### config.mk
export PLATFORM = sky130hd
export DESIGN_NAME = link_frame_header_receiver_unit_flat
export DESIGN_NICKNAME = d
export VERILOG_FILES = /design/src/design/lfhr_pkg.sv /design/src/design/lfhr_item_if.sv /design/src/design/lfhr_result_if.sv /design/src/design/lfhr_cfg_regs.sv /design/src/design/lfhr_core.sv /design/src/design/link_frame_header_receiver_unit.sv /design/src/flat_wrapper.sv
export SDC_FILE = /design/constraint.sdc
export NUM_CORES = 1
export LEC_CHECK = 0
export BUFFER_PORTS_ARGS = -buffer_cell sky130_fd_sc_hd__buf_2
export CORE_MARGIN = 2
export CORE_UTILIZATION = 45
export CTS_CLUSTER_SIZE = 24
export DETAILED_ROUTE_END_ITERATION = 6
export PLACE_DENSITY_LB_ADDON = 0.15
export SLEW_MARGIN = 10
export SYNTH_ARGS = -nofsm -noshare
export SYNTH_HDL_FRONTEND = slang
export SYNTH_SLANG_ARGS = --single-unit
### constraint.sdc
create_clock -name clk -period 2.7 [get_ports clk]
set_input_delay 0.135 -clock clk [delete_from_list [all_inputs] [get_ports clk]]
set_output_delay 0.135 -clock clk [all_outputs]
set_load 0.01 [all_outputs]
### src/design/lfhr_pkg.sv
// ----------------------------------------------------------------------------
// lfhr_pkg
// Shared types, codes and decode functions for the link frame header receiver.
// ----------------------------------------------------------------------------
package lfhr_pkg;

  localparam int AddrWidth = 4;
  localparam int DataWidth = 32;

  typedef enum logic [2:0] {
    PH_START   = 3'd0,
    PH_FLAG    = 3'd1,
    PH_ADDR    = 3'd2,
    PH_CTRL    = 3'd3,
    PH_ENDFLAG = 3'd4,
    PH_PAYLOAD = 3'd5,
    PH_DONE    = 3'd6
  } phase_t;

  typedef enum logic [2:0] {
    KIND_SET   = 3'd0,
    KIND_UA    = 3'd1,
    KIND_DISC  = 3'd2,
    KIND_DATA  = 3'd3,
    KIND_REPLY = 3'd4
  } kind_t;

  typedef enum logic [2:0] {
    REPLY_NONE    = 3'd0,
    REPLY_READY0  = 3'd1,
    REPLY_READY1  = 3'd2,
    REPLY_REJECT0 = 3'd3,
    REPLY_REJECT1 = 3'd4
  } reply_t;

  typedef enum logic [1:0] {
    REG_FLAG    = 2'd0,
    REG_ADDRESS = 2'd1,
    REG_KIND    = 2'd2
  } reg_index_t;

  localparam logic OP_BYTE    = 1'b0;
  localparam logic OP_RESTART = 1'b1;

  localparam logic [7:0] CtrlSet     = 8'h03;
  localparam logic [7:0] CtrlUa      = 8'h07;
  localparam logic [7:0] CtrlDisc    = 8'h0B;
  localparam logic [7:0] CtrlData0   = 8'h00;
  localparam logic [7:0] CtrlData1   = 8'h40;
  localparam logic [7:0] CtrlReady0  = 8'h05;
  localparam logic [7:0] CtrlReady1  = 8'h85;
  localparam logic [7:0] CtrlReject0 = 8'h01;
  localparam logic [7:0] CtrlReject1 = 8'h81;

  localparam logic [7:0] FlagReset    = 8'h7E;
  localparam logic [7:0] AddressReset = 8'h03;
  localparam logic [2:0] KindReset    = KIND_SET;

  typedef struct packed {
    logic [7:0] flag_byte;
    logic [7:0] address_byte;
    logic [2:0] expected_kind;
  } cfg_t;

  typedef struct packed {
    logic [2:0] frame_phase;
    logic [2:0] reply_code;
    logic [7:0] control_seen;
    logic       frame_done;
  } result_t;

  function automatic logic [2:0] reply_of(input logic [7:0] b);
    logic [2:0] code;
    case (b)
      CtrlReady0:  code = REPLY_READY0;
      CtrlReady1:  code = REPLY_READY1;
      CtrlReject0: code = REPLY_REJECT0;
      CtrlReject1: code = REPLY_REJECT1;
      default:     code = REPLY_NONE;
    endcase
    return code;
  endfunction

  function automatic logic control_ok(input logic [2:0] kind, input logic [7:0] b);
    logic ok;
    case (kind)
      KIND_SET:   ok = (b == CtrlSet);
      KIND_UA:    ok = (b == CtrlUa);
      KIND_DISC:  ok = (b == CtrlDisc);
      KIND_DATA:  ok = (b == CtrlData0) || (b == CtrlData1);
      KIND_REPLY: ok = (reply_of(b) != REPLY_NONE);
      default:    ok = 1'b0;
    endcase
    return ok;
  endfunction

endpackage

### src/design/lfhr_item_if.sv
// ----------------------------------------------------------------------------
// lfhr_item_if
// Input channel: one received byte or a restart command per transfer.
// ----------------------------------------------------------------------------
interface lfhr_item_if;
  logic       valid;
  logic       ready;
  logic       operation;
  logic [7:0] rx_byte;

  modport source (output valid, output operation, output rx_byte, input ready);
  modport sink (input valid, input operation, input rx_byte, output ready);
endinterface

### src/design/lfhr_result_if.sv
// ----------------------------------------------------------------------------
// lfhr_result_if
// Output channel: receiver status after each input transfer.
// ----------------------------------------------------------------------------
interface lfhr_result_if;
  logic       valid;
  logic       ready;
  logic [2:0] frame_phase;
  logic [2:0] reply_code;
  logic [7:0] control_seen;
  logic       frame_done;

  modport source (
    output valid, output frame_phase, output reply_code, output control_seen,
    output frame_done, input ready
  );
  modport sink (
    input valid, input frame_phase, input reply_code, input control_seen,
    input frame_done, output ready
  );
endinterface

### src/design/lfhr_cfg_regs.sv
// ----------------------------------------------------------------------------
// lfhr_cfg_regs
// APB register bank: flag byte, address byte and expected frame kind.
// ----------------------------------------------------------------------------
module lfhr_cfg_regs (
  input  logic                          clk,
  input  logic                          rst,
  input  logic                          psel,
  input  logic                          penable,
  input  logic                          pwrite,
  input  logic [lfhr_pkg::AddrWidth-1:0] paddr,
  input  logic [lfhr_pkg::DataWidth-1:0] pwdata,
  output logic [lfhr_pkg::DataWidth-1:0] prdata,
  output logic                          pready,
  output lfhr_pkg::cfg_t                cfg
);
  import lfhr_pkg::*;

  logic [7:0] flag_byte;
  logic [7:0] address_byte;
  logic [2:0] expected_kind;
  logic       wr_en;
  logic [1:0] index;

  assign pready = 1'b1;
  assign wr_en  = psel && penable && pwrite;
  assign index  = paddr[AddrWidth-1:2];

  always_ff @(posedge clk) begin
    if (rst) begin
      flag_byte     <= FlagReset;
      address_byte  <= AddressReset;
      expected_kind <= KindReset;
    end else if (wr_en) begin
      case (index)
        REG_FLAG:    flag_byte     <= pwdata[7:0];
        REG_ADDRESS: address_byte  <= pwdata[7:0];
        REG_KIND:    expected_kind <= pwdata[2:0];
        default:     ;
      endcase
    end
  end

  always_comb begin
    case (index)
      REG_FLAG:    prdata = {{(DataWidth-8){1'b0}}, flag_byte};
      REG_ADDRESS: prdata = {{(DataWidth-8){1'b0}}, address_byte};
      REG_KIND:    prdata = {{(DataWidth-3){1'b0}}, expected_kind};
      default:     prdata = '0;
    endcase
  end

  assign cfg.flag_byte     = flag_byte;
  assign cfg.address_byte  = address_byte;
  assign cfg.expected_kind = expected_kind;
endmodule

### src/design/lfhr_core.sv
// ----------------------------------------------------------------------------
// lfhr_core
// Frame phase tracker: phase, last control byte and reply code, updated
// once per advancing item.
// ----------------------------------------------------------------------------
module lfhr_core (
  input  logic             clk,
  input  logic             rst,
  input  logic             advance,
  input  logic             operation,
  input  logic [7:0]       rx_byte,
  input  lfhr_pkg::cfg_t   cfg,
  output lfhr_pkg::result_t result
);
  import lfhr_pkg::*;

  phase_t     phase;
  phase_t     phase_next;
  logic [7:0] control_reg;
  logic [7:0] control_reg_next;
  logic [2:0] reply_reg;
  logic [2:0] reply_reg_next;
  logic       is_flag;

  assign is_flag = (rx_byte == cfg.flag_byte);

  always_comb begin
    phase_next       = phase;
    control_reg_next = control_reg;
    reply_reg_next   = reply_reg;
    if (operation == OP_RESTART) begin
      phase_next     = PH_START;
      reply_reg_next = REPLY_NONE;
    end else begin
      case (phase)
        PH_START: begin
          if (is_flag) phase_next = PH_FLAG;
        end
        PH_FLAG: begin
          if (!is_flag) begin
            phase_next = (rx_byte == cfg.address_byte) ? PH_ADDR : PH_START;
          end
        end
        PH_ADDR: begin
          if (is_flag) begin
            phase_next = PH_FLAG;
          end else if (control_ok(cfg.expected_kind, rx_byte)) begin
            control_reg_next = rx_byte;
            phase_next       = PH_CTRL;
            if (cfg.expected_kind == KIND_REPLY) reply_reg_next = reply_of(rx_byte);
          end else begin
            phase_next = PH_START;
          end
        end
        PH_CTRL: begin
          if (rx_byte == (cfg.address_byte ^ control_reg)) begin
            phase_next = (cfg.expected_kind == KIND_DATA) ? PH_PAYLOAD : PH_ENDFLAG;
          end else if (is_flag) begin
            phase_next = PH_FLAG;
          end else begin
            phase_next = PH_START;
          end
        end
        PH_ENDFLAG: phase_next = is_flag ? PH_DONE : PH_START;
        PH_PAYLOAD: begin
          if (is_flag) phase_next = PH_DONE;
        end
        PH_DONE:    phase_next = PH_DONE;
        default:    phase_next = PH_START;
      endcase
    end
  end

  always_ff @(posedge clk) begin
    if (rst) begin
      phase       <= PH_START;
      control_reg <= 8'h00;
      reply_reg   <= REPLY_NONE;
    end else if (advance) begin
      phase       <= phase_next;
      control_reg <= control_reg_next;
      reply_reg   <= reply_reg_next;
    end
  end

  assign result.frame_phase  = phase_next;
  assign result.reply_code   = reply_reg_next;
  assign result.control_seen = control_reg_next;
  assign result.frame_done   = (phase_next == PH_DONE);
endmodule

### src/design/link_frame_header_receiver_unit.sv
// ----------------------------------------------------------------------------
// link_frame_header_receiver_unit
// Byte-wise receiver for flag/address/control/BCC/flag frame headers.
// ----------------------------------------------------------------------------
// Each input transfer carries one received byte or a restart command and
// produces exactly one status result. The block takes one item per clock
// cycle when the output is not stalled; each item passes the input register
// and then the result register. The rate is set by the update of the phase,
// control and reply registers, which close on themselves each item. Both
// stages hold under output backpressure; while a finished result waits to be
// taken, the input register takes one more item and then holds it. Configure
// through the APB port only while no item is in flight.
module link_frame_header_receiver_unit (
  input  logic                          clk,
  input  logic                          rst,
  lfhr_item_if.sink                     item,
  lfhr_result_if.source                 result,
  input  logic                          psel,
  input  logic                          penable,
  input  logic                          pwrite,
  input  logic [lfhr_pkg::AddrWidth-1:0] paddr,
  input  logic [lfhr_pkg::DataWidth-1:0] pwdata,
  output logic [lfhr_pkg::DataWidth-1:0] prdata,
  output logic                          pready
);
  import lfhr_pkg::*;

  cfg_t       cfg;
  result_t    core_result;
  result_t    out_data;
  logic       hold_valid;
  logic       hold_operation;
  logic [7:0] hold_byte;
  logic       out_valid;
  logic       advance;

  lfhr_cfg_regs u_cfg_regs (
    .clk     (clk),
    .rst     (rst),
    .psel    (psel),
    .penable (penable),
    .pwrite  (pwrite),
    .paddr   (paddr),
    .pwdata  (pwdata),
    .prdata  (prdata),
    .pready  (pready),
    .cfg     (cfg)
  );

  assign advance    = hold_valid && (!out_valid || result.ready);
  assign item.ready = !hold_valid || advance;

  always_ff @(posedge clk) begin
    if (rst) begin
      hold_valid <= 1'b0;
    end else if (item.ready) begin
      hold_valid <= item.valid;
    end
  end

  always_ff @(posedge clk) begin
    if (item.valid && item.ready) begin
      hold_operation <= item.operation;
      hold_byte      <= item.rx_byte;
    end
  end

  lfhr_core u_core (
    .clk       (clk),
    .rst       (rst),
    .advance   (advance),
    .operation (hold_operation),
    .rx_byte   (hold_byte),
    .cfg       (cfg),
    .result    (core_result)
  );

  always_ff @(posedge clk) begin
    if (rst) begin
      out_valid <= 1'b0;
    end else if (advance) begin
      out_valid <= 1'b1;
    end else if (result.ready) begin
      out_valid <= 1'b0;
    end
  end

  always_ff @(posedge clk) begin
    if (advance) out_data <= core_result;
  end

  assign result.valid        = out_valid;
  assign result.frame_phase  = out_data.frame_phase;
  assign result.reply_code   = out_data.reply_code;
  assign result.control_seen = out_data.control_seen;
  assign result.frame_done   = out_data.frame_done;
endmodule

### src/flat_wrapper.sv
// flat-port wrapper written by rule: the top's interface ports become plain ports
module link_frame_header_receiver_unit_flat import lfhr_pkg::*;
  (clk, rst, psel, penable, pwrite, paddr, pwdata, prdata, pready, item_valid, item_operation, item_rx_byte, item_ready, result_valid, result_frame_phase, result_reply_code, result_control_seen, result_frame_done, result_ready);
  lfhr_item_if item_i ();
  lfhr_result_if result_i ();
  input  logic clk;
  input  logic rst;
  input  logic psel;
  input  logic penable;
  input  logic pwrite;
  input  logic [lfhr_pkg::AddrWidth-1:0] paddr;
  input  logic [lfhr_pkg::DataWidth-1:0] pwdata;
  output logic [lfhr_pkg::DataWidth-1:0] prdata;
  output logic pready;
  input wire logic [$bits(item_i.valid)-1:0] item_valid;
  input wire logic [$bits(item_i.operation)-1:0] item_operation;
  input wire logic [$bits(item_i.rx_byte)-1:0] item_rx_byte;
  output wire logic [$bits(item_i.ready)-1:0] item_ready;
  output wire logic [$bits(result_i.valid)-1:0] result_valid;
  output wire logic [$bits(result_i.frame_phase)-1:0] result_frame_phase;
  output wire logic [$bits(result_i.reply_code)-1:0] result_reply_code;
  output wire logic [$bits(result_i.control_seen)-1:0] result_control_seen;
  output wire logic [$bits(result_i.frame_done)-1:0] result_frame_done;
  input wire logic [$bits(result_i.ready)-1:0] result_ready;
  assign item_i.valid = item_valid;
  assign item_i.operation = item_operation;
  assign item_i.rx_byte = item_rx_byte;
  assign item_ready = item_i.ready;
  assign result_valid = result_i.valid;
  assign result_frame_phase = result_i.frame_phase;
  assign result_reply_code = result_i.reply_code;
  assign result_control_seen = result_i.control_seen;
  assign result_frame_done = result_i.frame_done;
  assign result_i.ready = result_ready;
  link_frame_header_receiver_unit u_core (.clk(clk), .rst(rst), .item(item_i), .result(result_i), .psel(psel), .penable(penable), .pwrite(pwrite), .paddr(paddr), .pwdata(pwdata), .prdata(prdata), .pready(pready));
endmodule
==> reports/qor.yml <==
outcome:
  status: "finished clean"
cts:
  clk_path_buf_depth: 2
  clock-sinks: 59
  cts_tree: "done"
  h-tree-depth: 3
  clk_pin_slew_ns: 0.06
  clk_latency_ns: 0.34
  cts-buffers-inserted: 9
  cts_root_buf: "clkbuf_8"
route:
  viasPerCell: 4.91
  dr_total_vias: 2385
  drtIter0Drc: 97
  routed_wl_mm: 6.60
  dr.pass1.iters: 4
  route.detailed.drc: 0
  post_drt_wl_per_cell_um: 13.6
  ant_nets: 0
global_routing:
  grtUsageMet3_pct: 5.17
  grt_pass1_vias: 2149
  grt_pass1_wl_mm: 10.6
  grt_max_degree: 30
  grt.total_usage_pct: 18.0
  overflow: 0
  grt.met1_usage_pct: 22.5
  antenna_found_initial: 0
  use_met2_pct: 28.9
  grt-busiest-layer: "met2"
sta:
  worst_pin_slew_ns: 0.865
  fin_tns_setup_ns: 0
  max_freq_ghz: 0.407
  finalMaxSlewViolations: 0
  period_share_pct: 91.0
  holdWs_ns: 0.0250
  rsz0062_at_grt: "false"
  setup_viol: 0
  hold_viol: 0
  fin_skew_ns: 0.00830
  fin_crit_ns: 2.46
  slew_headroom_pct: 42.0
pwr:
  ir_worst_vdd_mv: 0.293
  p_per_area_mw_per_mm2: 471
  p_leak_nw: 1.53
floorplanning:
  initial_utilization_pct: 45.7
  die_y_um: 89.1
  core_area_mm2: 0.00714
  fp.dieW_um: 89.1
  io_pins: 102
  rows: 31
  dieArea_mm2: 0.00794
yosys:
  synthCells: 317
  synthTopCellsByArea: "edfxtp_1, dfxtp_1, mux2i_1"
  syn_area_mm2: 0.00326
  synth_ff_type: "dfxtp_1"
  ys_seq_area_share_pct: 43.6
  synth_top_area_share_pct: 22.1
  syn_area_per_cell_um2: 10.3
  synth_cell_types: 54
  synth.most_common_cell: "dfxtp_1"
  synth_top_cell_by_area: "edfxtp_1"
  async_flop_share_pct: 0
  yosys-top-cells-count: "dfxtp_1, mux2i_1, nor2_1"
  synth_seq_cells: 59
  yosysWarningCount: 0
  synth-edff-count: 24
critical_path:
  crit_required_ns: 2.78
  arrival_ns: 2.54
  critPathKind: "flop to flop"
  crit_path_end_kind: "flop"
  worstSetupStartpointType: "flop"
  crit_fanout: 8
run:
  drv_cap: 0
layout:
  layout-drive-gt1-share_pct: 24.5
  multi_input_area_mm2: 0.00163
  nNetsFinal: 434
  fillCellCount: 694
  regArea_mm2: 0.00142
  areaGrowthSynthToFinish_pct: 16.5
  antenna_cells: 0
  design_area_mm2: 0.00380
  post-route-util_pct: 53.2
hold_path:
  hold_path.class: "input port to flop"
placed_design:
  place_hpwl_mm: 4.76
  portBuffers: 50
  globalplace.congestion: 0.783
  place_area_mm2: 0.00355
==> power breakdown <==
part	switching [mW]	internal (mW)	leakage [nW]	total [mW]
registers	0.0240	0.949	0.515	0.973
logic	0.0989	0.0754	0.933	0.174
clock network	0.322	0.320	0.0796	0.642
total	0.445	1.35	1.53	1.79
==> final timing paths <==
| check | start | to | slack, ns | cells after the start |
|---|---|---|---|---|
| worst max-delay path | u_core.hold_byte[4] | u_core.result.control_seen[0] | 0.24 | 6 |
| worst min-delay path | item_valid | u_core.hold_valid | 0.02 | 3 |
| worst max register to register | u_core.hold_byte[4] | u_core.result.control_seen[0] | 0.24 | 6 |
| worst min register to register | u_core.u_cfg_regs.address_byte[2] | u_core.u_cfg_regs.address_byte[2] | 0.49 | 2 |
==> through the flow <==
stage | std cells | power (mW) | setup WS (ns)
detailed placement | 461 | 1.16 | 0.0490
floorplan | 340 | 1.12 | 0.465
CTS | 486 | 1.81 | 0.0569
global placement | 461 | 1.16 | 0.110
global route | 486 | 1.88 | 0.0691
finish | 486 | 1.79 | 0.243
==> cells in the final DEF, fill, tap and decap left out, drive strengths merged, types with 7 or more instances in the layout <==
| cell | count |
|---|---|
| clkbuf | 11 |
| xor2 | 13 |
| xnor2 | 7 |
| edfxtp | 24 |
| nand3 | 20 |
| conb | 25 |
| mux2i | 30 |
| dlygate4sd3 | 9 |
| nand2 | 26 |
| dfxtp | 35 |
| buf | 64 |
| a21oi | 10 |
| nor2 | 29 |
==> logic make-up (layout without fill, tap and decap cells) <==
family	after synthesis	count (layout)	synth area share, %
xor+xnor	26	26	9.63
flops	59	59	43.6
buf+inv	48	95	9.06
mux	36	36	11.3
compound gates	27	27	6.45
simple gates	119	119	19.8
other cells	2	25	0.230
==> timing repair <==
item,4_1_cts,5_1_grt
gates resized for setup,0,1
setup endpoints to repair,0,6
hold endpoints to repair,9,0
hold buffers,9,0
setup buffers,0,0
==> layer usage <==
layer / vias up / share of wire [%] / routed length (um)
li1: 1198 / - / -
met1: 1113 / 46 / 3030
met2: 59 / 48 / 3180
met3: 15 / 4.0 / 266
met4: 0 / 1.9 / 123
met5: - / 0 / 0
==> worst max-delay path: stages, from the launching register on <==
cell	delay, ns
edfxtp_1	0.51
nor4_4	0.34
nand2b_2	0.10
or2_4	0.25
a21oi_1	0.20
nor2b_2	0.42
mux2_2	0.39
==> cell type report <==
class / count / area share (%)
timing repair buffer: 73 / 11.7
tap: 99 / 3.26
inverter: 6 / 0.593
sequential: 59 / 37.4
clock buffer: 11 / 3.46
clock inverter: 5 / 0.560
multi-input combinational: 233 / 43.0
(Power assumes the default switching activity.)
